[src/bfra_pkg.sv]
`timescale 1ns / 1ps
package bfra_pkg;

    localparam int ADDR_W = 64;
    localparam int LEN_W  = 48;

    localparam logic OP_ALLOC = 1'b0;
    localparam logic OP_FREE  = 1'b1;

    localparam logic REG_POOL_BASE = 1'b0;
    localparam logic REG_POOL_SIZE = 1'b1;

    localparam logic [2:0] ST_OK       = 3'd0;
    localparam logic [2:0] ST_BAD_SIZE = 3'd1;
    localparam logic [2:0] ST_NO_FIT   = 3'd2;
    localparam logic [2:0] ST_FULL     = 3'd3;
    localparam logic [2:0] ST_UNKNOWN  = 3'd4;

    localparam logic [ADDR_W-1:0] RESET_POOL_BASE = 64'h0000_0001_0000_0000;
    localparam logic [LEN_W-1:0]  RESET_POOL_SIZE = 48'h0010_0000_0000;

    typedef struct packed {
        logic              op;
        logic [LEN_W-1:0]  request_size;
        logic [ADDR_W-1:0] free_address;
    } req_t;

    typedef struct packed {
        logic [ADDR_W-1:0] granted_address;
        logic [2:0]        status;
        logic [LEN_W-1:0]  used_bytes;
    } rsp_t;

    typedef struct packed {
        logic [LEN_W-1:0] off;
        logic [LEN_W-1:0] len;
        logic             free;
    } seg_t;

    typedef enum logic [3:0] {
        S_IDLE,
        S_CHECK,
        S_SCAN,
        S_RDP,
        S_RDN,
        S_CAPN,
        S_PLAN,
        S_SHIFT,
        S_WR1,
        S_WR2,
        S_REPLY
    } state_t;

    typedef struct packed {
        logic load;
        logic fail_bad;
        logic scan_start;
        logic scan_run;
        logic rd_prev;
        logic rd_next;
        logic cap_prev;
        logic cap_next;
        logic plan;
        logic shift_run;
        logic wr1;
        logic wr2;
        logic reply;
    } cmd_t;

    typedef struct packed {
        logic op_free;
        logic bad_size;
        logic scan_done;
        logic plan_fail;
        logic shift_done;
        logic wr2_valid;
    } sts_t;

endpackage

[src/bfra_ctrl.sv]
`timescale 1ns / 1ps
module bfra_ctrl (
    input  logic          clk,
    input  logic          rst_n,
    input  logic          start,
    input  bfra_pkg::sts_t sts,
    output bfra_pkg::cmd_t cmd,
    output logic          busy
);
    import bfra_pkg::*;

    state_t state_reg;
    state_t state_next;

    always_ff @(posedge clk or negedge rst_n)
    begin
        if (!rst_n)
        begin
            state_reg <= S_IDLE;
        end
        else
        begin
            state_reg <= state_next;
        end
    end

    always_comb
    begin
        state_next = state_reg;
        unique case (state_reg)
            S_IDLE:
            begin
                if (start)
                begin
                    state_next = S_CHECK;
                end
            end
            S_CHECK:
            begin
                if (!sts.op_free && sts.bad_size)
                begin
                    state_next = S_REPLY;
                end
                else
                begin
                    state_next = S_SCAN;
                end
            end
            S_SCAN:
            begin
                if (sts.scan_done)
                begin
                    state_next = sts.op_free ? S_RDP : S_PLAN;
                end
            end
            S_RDP:   state_next = S_RDN;
            S_RDN:   state_next = S_CAPN;
            S_CAPN:  state_next = S_PLAN;
            S_PLAN:  state_next = sts.plan_fail ? S_REPLY : S_SHIFT;
            S_SHIFT:
            begin
                if (sts.shift_done)
                begin
                    state_next = S_WR1;
                end
            end
            S_WR1:   state_next = sts.wr2_valid ? S_WR2 : S_REPLY;
            S_WR2:   state_next = S_REPLY;
            S_REPLY: state_next = S_IDLE;
            default: state_next = S_IDLE;
        endcase
    end

    always_comb
    begin
        cmd  = '0;
        busy = (state_reg != S_IDLE);
        unique case (state_reg)
            S_IDLE:
            begin
                cmd.load = start;
            end
            S_CHECK:
            begin
                cmd.fail_bad   = !sts.op_free && sts.bad_size;
                cmd.scan_start = 1'b1;
            end
            S_SCAN:  cmd.scan_run  = 1'b1;
            S_RDP:   cmd.rd_prev   = 1'b1;
            S_RDN:
            begin
                cmd.cap_prev = 1'b1;
                cmd.rd_next  = 1'b1;
            end
            S_CAPN:  cmd.cap_next  = 1'b1;
            S_PLAN:  cmd.plan      = 1'b1;
            S_SHIFT: cmd.shift_run = 1'b1;
            S_WR1:   cmd.wr1       = 1'b1;
            S_WR2:   cmd.wr2       = 1'b1;
            S_REPLY: cmd.reply     = 1'b1;
            default: cmd = '0;
        endcase
    end

endmodule

[config.mk]
export PLATFORM = sky130hd
export DESIGN_NAME = bfra_ctrl
export DESIGN_NICKNAME = d
export VERILOG_FILES = /design/src/bfra_pkg.sv /design/src/bfra_ctrl.sv
export SDC_FILE = /design/constraint.sdc
export NUM_CORES = 1
export LEC_CHECK = 0
export ABC_AREA = 1
export BUFFER_PORTS_ARGS = -buffer_cell sky130_fd_sc_hd__buf_4
export CAP_MARGIN = 25
export CORE_MARGIN = 1
export CORE_UTILIZATION = 33
export CTS_BUF_LIST = sky130_fd_sc_hd__clkbuf_4 sky130_fd_sc_hd__clkbuf_8
export DETAILED_ROUTE_END_ITERATION = 10
export PLACE_DENSITY = 0.65
export SKIP_CTS_REPAIR_TIMING = 1
export SLEW_MARGIN = 20
export SYNTH_ARGS = -nofsm -noshare
export SYNTH_HDL_FRONTEND = slang
export SYNTH_SLANG_ARGS = --single-unit
[constraint.sdc]
create_clock -name clk -period 3.9 [get_ports clk]
set_clock_uncertainty 0.2 [all_clocks]
set_input_delay 1.17 -clock clk [delete_from_list [all_inputs] [get_ports clk]]
set_output_delay 1.17 -clock clk [all_outputs]
set_load 0.05 [all_outputs]
After elaboration in Yosys (flattened, before gate mapping)
Cells that the tools add are included.
Storage, ports and cells
  register bits: 4
  input bits: 9
  output and inout port bits: 14
  word-level logic and storage cells: 38
Operators by class
  equal/unequal tests: 13
  mux-type cells: 19
  reduce and logical (&&, ||, !) cells: 5
Operator list (count)
  case mux 4 bit (10 select lines): 1
  two-way mux 4 bit: 5
  == test 4 x 3 -> 1 bit (second input constant): 4
  == test 4 bit (second input constant): 3
  two-way mux 1 bit: 9
  == test 4 x 2 -> 1 bit (second input constant): 2
  two-way mux 2 bit: 3
  inequality test 2 bit (second input constant): 3
  == test 4 x 1 -> 1 bit (second input constant): 1
  logical NOT 4 bit: 1
  nonzero test 4 bit: 1
  two-way mux 3 bit: 1
  AND reduction 3 bit: 1
  logical AND 1 bit: 1
  logical NOT 1 bit: 1

Depth between registers and ports, before layout
Gate-level depths: netlist (run 1).
  word-level depth: 4
  depth in mapped cells: 8
  mapped depth without buffers: 8

Worst setup path before layout (run 1)
No wires, ideal clock.
  path kind: input to output
  from: in start
  to: out cmd[12] (netlist bit)
  arrival: 1.861 ns
  data required time: 2.530 ns
  slack: 0.669 ns
  stages on the path: 2
  path through: inv_1 > nor2_1
RTL lines
  from (decl): RTL line bfra_ctrl.sv:5  | input logic start,
  to (decl): RTL line bfra_ctrl.sv:7  | output bfra_pkg::cmd_t cmd,

==> run_results.csv, run 1 <==
group,metric,value,unit
run_status,outcome,"finished, final reports clean",
worst_setup_path,worst-path-buf-inv,4,
timing,max_slew_margin,75.2,%
die,die_w,38.8,µm
logic_synthesis,ys.flop_type,"dfrtp_1",
route,viasPerCell,4.37,
clock_network,clkTransAtPathRegs,30,ps
clock_network,root_buffer,"clkbuf_4",
worst_hold_path,hold_class,"reg2reg",
logic_synthesis,syn_area,447,µm²
die,fp.dieArea,1500,µm²
layout,layout.cells.non_filler,115,
worst_setup_path,path_delay_family,"buffers and inverters",
timing,hold_viol_final,0,
die,row_count,12,
power,irDropWorstVdd,0.317,mV
worst_setup_path,rr_worst_depth,6,
logic_synthesis,synth_nets,86,
worst_setup_path,cp.arrival,1680,ps
timing,fin_hold_ws,506,ps
route,routedWlPerCell,8.63,µm
clock_network,cts_tree,"done",
die,initial_core_util,37.7,%
logic_synthesis,ys_async_sr_fraction,100,%
worst_setup_path,required,2530,ps
place,gp_congestion,0.835,
logic_synthesis,synth_cell_types,14,
worst_setup_path,cpPeakStageDelay,180,ps
layout,fillCellCount,139,
place,post-place-cells,112,
route,drcViolationCount,0,
worst_setup_path,startpoint_type,"primary input",
place,portBuffers,22,
clock_network,h-tree-depth,1,
place,dpl.hpwl,858,µm
layout,nets,112,
die,die_y,38.8,µm
route,vias,502,
power,power.total,551,µW
power,power_density,854,nW/µm²
grt,grt.total_usage,17.3,%
layout,n_antenna_cell,0,
worst_setup_path,critPathMaxFanout,2,
route,ant_nets,0,
clock_network,clock_latency,230,ps
timing,finalCriticalPeriod,3050,ps
timing,timing.fmax,0.328,GHz
route,first_pass_iters,4,
logic_synthesis,netlist_top_cells_area,"dfrtp_1 (22%), nand2_1 (17%), inv_1 (12%)",
logic_synthesis,ys_seq_area_share,22.4,%
run,drv_cap,0,
die,core_area,1190,µm²
logic_synthesis,synth-edff-count,0,
worst_setup_path,cp.depth,5,
logic_synthesis,synth_common_cells,"nand2_1 (20), inv_1 (14), nor2_1 (11)",
clock_network,cts.sinks,4,
layout,stdcell_area,644,µm²
logic_synthesis,synth_area_per_cell,5.80,µm²
timing,tightest_slew,371,ps
worst_setup_path,end_kind,"output port",
place,dpl_cell_area,622,µm²
worst_setup_path,r2r_slack,2410,ps
timing,fin_tns_setup,0,ps
route,routed_wl,993,µm
layout,drive_above_1_share,41.6,%
grt,grt_pass1_vias,447,
timing,grt_setup_unrepaired,"no",
clock_network,cts_buffer_depth,2,
clock_network,cts_made_buffers,3,
timing,fin_crit_sh,78.2,%
layout,largest_reg_flops,4,
worst_setup_path,crit_slowest_cell,"buf_4",
worst_hold_path,hold_depth,3,
route,first_iter_violations,6,
grt,grt-ovfl-total,0,
layout,area_delta_synth_final,44.3,%
logic_synthesis,synth_top_area_cell,"dfrtp_1",
logic_synthesis,yosys_warnings,0,
die,ios,23,
timing,finalMaxSlewViolations,0,
logic_synthesis,synth_top_area_share,22.4,%
logic_synthesis,synth_most_common_cell,"nand2_1",
power,p_leak,0.395,nW
grt,grt_pass1_wl,1.74,mm
worst_setup_path,crit_chain,"buf_4 > inv_1 > nand3_1 > inv_1 > buf_4",
logic_synthesis,ys_ff_latch,4,
grt,grt_max_degree,7,
grt,antenna_found_initial,0,
timing,setup_viol_count_final,0,
worst_setup_path,path_class,"in2out",
logic_synthesis,syn_inst,77,
==> metrics by stage <==
step	util (%)	setup slack, ps
6_report	54.3	851
5_1_grt	54.3	791
4_1_cts	54.3	847
3_5_place_dp	52.4	847
3_3_place_gp	52.4	846
2_1_floorplan	-	669
==> worst paths after layout <==
kind                                     startpoint                        to
min in group asynchronous                     rst_n  state_reg[1]$_DFFE_PN0P_
max reg2reg                state_reg[0]$_DFFE_PN0P_  state_reg[0]$_DFFE_PN0P_
max                                          sts[5]                   cmd[11]
min reg2reg                state_reg[1]$_DFFE_PN0P_  state_reg[1]$_DFFE_PN0P_
max in group asynchronous                     rst_n  state_reg[3]$_DFFE_PN0P_
min                        state_reg[1]$_DFFE_PN0P_  state_reg[1]$_DFFE_PN0P_
==> where the power goes <==
group	leakage, nW	internal [mW]	switching, mW	total, mW
registers	0.0506	0.0600	0.0270	0.0870
logic	0.331	0.121	0.294	0.415
clock network	0.0138	0.0343	0.0146	0.0488
==> cell type report <==
type	instances	area (µm²)	area share, %
Sequential cell	4	100	15.5
Inverter	18	67.6	10.5
Timing Repair Buffer	22	165	25.6
Clock buffer	3	22.5	3.50
Tap cell	14	17.5	2.72
Multi-Input combinational cell	54	272	42.1
==> cells by family (layout without fill, tap and decap cells) <==
group | after synthesis | after routing | synth area share [%]
and+or+nand+nor | 51 | 51 | 57.4
DFF | 4 | 4 | 22.4
buffers and inverters | 19 | 43 | 16.8
AOI/OAI and AO/OA | 3 | 3 | 3.36
==> routing by layer <==
metal  GRT usage [%]  part of all wire, %  up-vias
met5               0                    0        -
met4            10.3                    0        0
met2            25.4                   50       11
met3            3.47                  2.9        0
li1                -                    -      274
met1            23.0                   47      217
==> layout by cell type (no fill, tap or decap), drive strengths merged <==
cell,synthesis,layout
nand3,8,8
buf,1,22
dfrtp,4,4
inv,18,18
nand2,24,24
a21oi,1,1
nor2,19,19
clkbuf,0,3
o21ai,2,2
==> worst reg2reg max path: stages (launching register included) <==
cell and delay, ps:
dfrtp_1 420, nor2_1 340, nand3_1 110, nand2_1 120, nor2_2 60, o21ai_1 70, nand2_1 60
No activity file was read; power rests on OpenSTA's default activity.
==> inputs of run 2 (changes only) <==
Settings changed: PLACE_DENSITY 0.65 to 0.68.
Clock period 3.9 ns to 2.7 ns, I/O delays scaled along.
==> run_results.csv, run 2 (synthesis results as in run 1) <==
group,metric,value,unit
route,route.met3.wl,23,µm
route,ant_nets,0,
die,row_count,12,
route,first_pass_iters,4,
timing,finalCriticalPeriod,2430,ps
worst_setup_path,startpoint_type,"flip-flop",
worst_setup_path,worst-path-buf-inv,1,
worst_setup_path,critPathMaxFanout,6,
power,p_leak,0.395,nW
die,ios,23,
timing,fin_crit_sh,90.0,%
grt,grt.total_usage,16.0,%
timing,tightest_slew,373,ps
power,power.total,801,µW
place,portBuffers,22,
worst_hold_path,hold_class,"in2async",
die,core_area,1190,µm²
worst_setup_path,crit_slowest_cell,"dfrtp_1",
route,dr.max_layer_used,"met3",
layout,area_delta_synth_final,45.4,%
route,drt-met1-wl,466,µm
worst_setup_path,required,1690,ps
die,die_w,38.8,µm
place,dpl_cell_area,627,µm²
run_status,outcome,"finished, final reports clean",
worst_setup_path,path_class,"reg2out",
layout,stdcell_area,649,µm²
timing,setup_viol_count_final,0,
route,first_iter_violations,3,
grt,grt_pass1_vias,419,
worst_setup_path,cp.arrival,1420,ps
route,viasPerCell,4.32,
clock_network,cts.sinks,4,
layout,regArea,100,µm²
place,post-place-cells,112,
layout,multiInputGateArea,277,µm²
clock_network,clkTransAtPathRegs,30,ps
grt,antenna_found_initial,0,
clock_network,clock_latency,230,ps
place,dpl.hpwl,860,µm
layout,layout.cells.non_filler,115,
layout,fillCellCount,131,
route,wl_met2,508,µm
timing,fin_tns_setup,0,ps
grt,grt_max_degree,7,
layout,n_antenna_cell,0,
route,routed_wl,998,µm
route,vias,497,
layout,drive_above_1_share,43.6,%
place,pre_cts_slack,368,ps
power,power_density,1230,nW/µm²
clock_network,cts_made_buffers,3,
timing,hold_viol_final,0,
grt,grt-ovfl-total,0,
worst_setup_path,reg2reg_to,"state_reg[0]$_DFFE_PN0P_",
timing,fin_ws,271,ps
timing,timing.fmax,0.412,GHz
layout,layout_common_cells,"buf_4 (22), nand2_1 (20), inv_1 (14)",
die,fp.dieArea,1500,µm²
route,drcViolationCount,0,
grt,grt_pass1_wl,1.60,mm
die,initial_core_util,37.7,%
worst_setup_path,crit_chain,"nor2_1 > nand2_1 > nor2_2 > buf_4",
die,die_y,38.8,µm
clock_network,cts_buffer_depth,2,
layout,largest_reg_flops,4,
timing,max_slew_margin,75.0,%
worst_setup_path,end_kind,"output port",
power,irDropWorstVdd,0.596,mV
worst_setup_path,path_delay_family,"simple AND/OR/NAND/NOR gates",
clock_network,root_buffer,"clkbuf_4",
clock_network,cts_tree,"done",
route,routedWlPerCell,8.68,µm
run,drv_cap,0,
layout,final_common_cell,"buf_4",
worst_setup_path,rr_worst_depth,6,
timing,finalMaxSlewViolations,0,
worst_setup_path,cpPeakStageDelay,410,ps
clock_network,h-tree-depth,1,
layout,nets,112,
worst_setup_path,r2r_start,"state_reg[0]$_DFFE_PN0P_",
timing,grt_setup_unrepaired,"no",
worst_setup_path,r2r_slack,1240,ps
place,gp_congestion,0.764,
-- run 2: cell counts in the layout (fill, tap and decap cells not counted) --
No cell type changed its count.
-- run 2: metal layers --
metal / vias to the layer above / track usage, %
li1: 273 / -
met5: - / 0
met3: 0 / 3.47
met1: 213 / 18.7
met4: 0 / 10.3
met2: 11 / 25.8
-- run 2: layout make-up --
class | instances | area share [%]
clock buffers | 3 | 3.47
inverters | 18 | 10.4
multi-input cells | 54 | 42.6
flip-flops and latches | 4 | 15.4
well taps | 14 | 2.70
repair buffers | 22 | 25.4
-- run 2: worst reg2reg max path, stage by stage, from the launching register on --
cell and delay, ps:
dfrtp_1 410, nor2_1 340, nand3_1 120, nand2_1 100, nor2_2 50, o21ai_1 70
nand2_1 60
-- run 2: how the worst max path moves through the flow --
stage	slack [ps]	from	endpoint	depth (start not counted)
floorplan	120	state_reg[0]$_DFFE_PN0P_	cmd[12]	3
global placement	380	sts[5]	cmd[11]	5
detailed placement	370	sts[5]	cmd[11]	5
CTS	260	state_reg[3]$_DFFE_PN0P_	cmd[11]	6
global route	160	state_reg[0]$_DFFE_PN0P_	cmd[12]	4
finish	270	state_reg[0]$_DFFE_PN0P_	cmd[12]	4
-- run 2: stage by stage --
step | hold slack (ps) | util [%]
final | 168 | 54.7
after global routing | 163 | 54.7
after CTS | 161 | 54.7
after detailed placement | 406 | 52.8
after global placement | 406 | 52.8
after floorplan | 314 | -
-- run 2: power breakdown --
group          internal [mW]  switching (mW)  total, mW
Combinational          0.176           0.429      0.605
Sequential            0.0866          0.0391      0.126
Clock                 0.0494          0.0204     0.0699
